[src/rtl/sctg_ram.sv]
`timescale 1ns / 1ps
// ----------------------------------------------------------------------------
// sctg_ram
// generic single write, single read ram with registered read data
// ----------------------------------------------------------------------------
module sctg_ram #(
    parameter int unsigned WIDTH = 8,
    parameter int unsigned DEPTH = 16
) (
    input  logic                     clk,
    input  logic                     we,
    input  logic [$clog2(DEPTH)-1:0] waddr,
    input  logic [WIDTH-1:0]         wdata,
    input  logic [$clog2(DEPTH)-1:0] raddr,
    output logic [WIDTH-1:0]         rdata
);

    logic [WIDTH-1:0] mem [DEPTH];

    always_ff @(posedge clk)
    begin
        if (we)
        begin
            mem[waddr] <= wdata;
        end
        rdata <= mem[raddr];
    end

endmodule

[config.mk]
export PLATFORM = sky130hd
export DESIGN_NAME = sctg_ram
export DESIGN_NICKNAME = d
export VERILOG_FILES = /design/src/rtl/sctg_ram.sv
export SDC_FILE = /design/constraint.sdc
export NUM_CORES = 1
export LEC_CHECK = 0
export BUFFER_PORTS_ARGS = -buffer_cell sky130_fd_sc_hd__buf_2
export CAP_MARGIN = 20
export CORE_AREA = 2 2 125 127
export DETAILED_ROUTE_END_ITERATION = 16
export DIE_AREA = 0 0 127 129
export MAX_ROUTING_LAYER = met4
export PLACE_DENSITY = 0.48
export SYNTH_ARGS = -nofsm -noshare
export SYNTH_HDL_FRONTEND = slang
export SYNTH_SLANG_ARGS = --single-unit
[constraint.sdc]
create_clock -name clk -period 4.35 [get_ports clk]
set_input_delay 0.87 -clock clk [delete_from_list [all_inputs] [get_ports clk]]
set_output_delay 0.87 -clock clk [all_outputs]
set_load 0.03 [all_outputs]
==> impl_metrics.toml <==
[synth]
synth_warnings = 0
synth_nets = 247
syn-cell-area_um2 = 5150
syn_inst = 229
synthAdderAreaFrac = 0
synth_seq_cells = 136
synth_top_family_by_area = "multiplexers"
yosysSeqAreaShare = 0.778
synth_simple_gate_area_frac = 0.0318
synth_compound_area_frac = 0.0233
synthXorXnorAreaFrac = 0
synth_cell_type_count = 19
synth_mux_area_frac = 0.150
avgSynthCellArea_um2 = 22.5

[setup_path]
critical_path_class = "in -> reg"
worstSetupEndpointType = "flip-flop"
critPathLaunchType = "primary input"
r2r-end = "rdata[0]"
cp_max_fo = 27
arrival_ns = 2.75
r2r_cells = 3
required_ns = 4.64
r2r-start = "mem[5][0]"
setup.worst_path.start = "raddr[0]"
regToRegSetupSlack_ns = 2.95
setup.worst_path.end = "rdata[5]"

[sta]
hold_viol_final = 0
slew_violations = 0
max_freq_mhz = 406
rsz0062_at_grt = "no"
finClkSkew_ns = 0.00944
layout_setup_ws_ns = 1.89
fin_setup_tns_ns = 0
finalCritPeriodShare = 0.566
relSlewSlack = 0.259
min_period_ns = 2.46
tightest_slew_ns = 1.11
finalSetupViolations = 0

[cells_and_area]
final_util = 0.400
nNetsFinal = 285
drive_gt1_frac = 0.264
n_antenna_cell = 0
final_cell_mix = "edfxtp_1, buf_2, mux4_2"
area_growth_pct = 16.4
final_cells = 468
layout_commonest_cell = "edfxtp_1"

[routing]
drt_iter0_markers = 210
dr.pass1.iters = 4
wl_per_cell_um = 22.6
route.detailed.drc = 0
routed_wl_um = 10600
vias = 2348
ant_nets = 0
vias_per_cell = 5.02

[clock_tree]
path_clk_slew_ns = 0.06
numCtsBuffers = 17
htreeDepth = 4
cts_tree = "built"
cts_root_buf = "clkbuf_16"
clock_sinks = 136
clk_path_buf_depth = 2
ctsHoldBuffers = 0
post_cts_resized = 0
post_cts_buffers = 0
clk_latency_ns = 0.40

[global_route]
grt_max_degree = 33
antenna_found_initial = 0
groute.usage.overall = 0.146
grt_pass1_vias = 2465
grt.overflow.total = 0
grt_pass1_wl_um = 15800

[die]
die_h_um = 129
start_util = 0.344
core_area_um2 = 15000
ios = 26
fp-row-count = 45
die_x_um = 127
die_area_um2 = 16400

[placement]
post-place-cells = 436
pre_cts_ws_ns = 1.41
port_buffers = 25
gp_congestion = 0.698
dp_hpwl_um = 6660

[power]
intPower_uw = 2310
p_leak_uw = 0.00197
powerDensity_nw_per_um2 = 483
combPwrFrac = 0.051
power.share.sequential = 0.510
p_clk_frac = 0.439
ir_worst_vdd_mv = 0.322
switching_share = 0.202
switchingPower_uw = 586

[job]
maxCapViolCount = 0

[hold_path]
hold_path.class = "reg -> reg"

[status]
status = "finished clean"
-- synth_stat cells, drive strengths merged --
master | instances | area, µm²
a22oi | 16 | 120
and2 | 1 | 6.26
and2b | 1 | 7.51
buf | 7 | 56.3
clkdlybuf4s25 | 3 | 30.0
dfxtp | 8 | 160
edfxtp | 128 | 3840
mux4 | 32 | 773
nand2 | 9 | 33.8
nand2b | 2 | 12.5
nand3 | 1 | 5.00
nand3b | 2 | 15.0
nor2 | 13 | 48.8
nor2b | 1 | 6.26
nor3 | 4 | 20.0
or3b | 1 | 8.76
-- critical path, stage by stage --
cell and delay (ns):
buf_2 0.72, buf_4 0.30, mux4_1 0.55, a22oi_1 0.22
nand2_1 0.07
-- logic make-up (layout without fill, tap and decap cells) --
family,after synthesis,count (layout)
buffers and inverters,10,61
and+or+nand+nor,35,35
DFF,136,136
muxes,32,32
AOI/OAI and AO/OA,16,16
-- worst min path at each step --
| stage | from | end | cells past startpoint |
|---|---|---|---|
| 2_1_floorplan | mem[7][0] | rdata[0] | 3 |
| 3_3_place_gp | mem[14][0] | rdata[0] | 3 |
| 3_5_place_dp | mem[14][5] | rdata[5] | 3 |
| 4_1_cts | mem[12][0] | rdata[0] | 3 |
| 5_1_grt | mem[11][6] | rdata[6] | 3 |
| 6_report | mem[14][7] | rdata[7] | 3 |
-- sequential cells by signal, summed over array words and instances, names as in the netlist --
| signal | count |
|---|---|
| mem | 128 |
| rdata | 8 |
-- per-stage QoR --
step           power (µW)  hold WS, ns  area [µm²]
6_report             2890        0.671        5990
5_1_grt              3000        0.708        5990
4_1_cts              2920        0.681        5990
3_5_place_dp         1650        0.672        5460
3_3_place_gp         1650        0.665        5450
2_1_floorplan        1590        0.629        5150
-- cell type report --
cell class                      instances  area [µm²]
Multi-Input combinational cell         83        1070
Clock buffer                           29         510
Timing Repair Buffer                   29         155
Fill cell                            1327        8990
Sequential cell                       136        4000
Clock inverter                          3        17.5
Tap cell                              188         235
-- per-layer routing --
| metal | wire length (µm) | GRT usage |
|---|---|---|
| met3 | 504 | 0.0536 |
| met1 | 5020 | 0.191 |
| met2 | 4980 | 0.212 |
| met5 | 0 | - |
| met4 | 96 | 0.0465 |
-- power by group through the flow --
stage | clock network, µW | logic, µW | registers [µW]
after floorplan | 0 | 74.4 | 1520
after global routing | 1360 | 161 | 1480
after detailed placement | 0 | 152 | 1500
final | 1270 | 148 | 1480
after CTS | 1290 | 152 | 1480
after global placement | 0 | 149 | 1500
No activity file was read; power rests on OpenSTA's default activity.
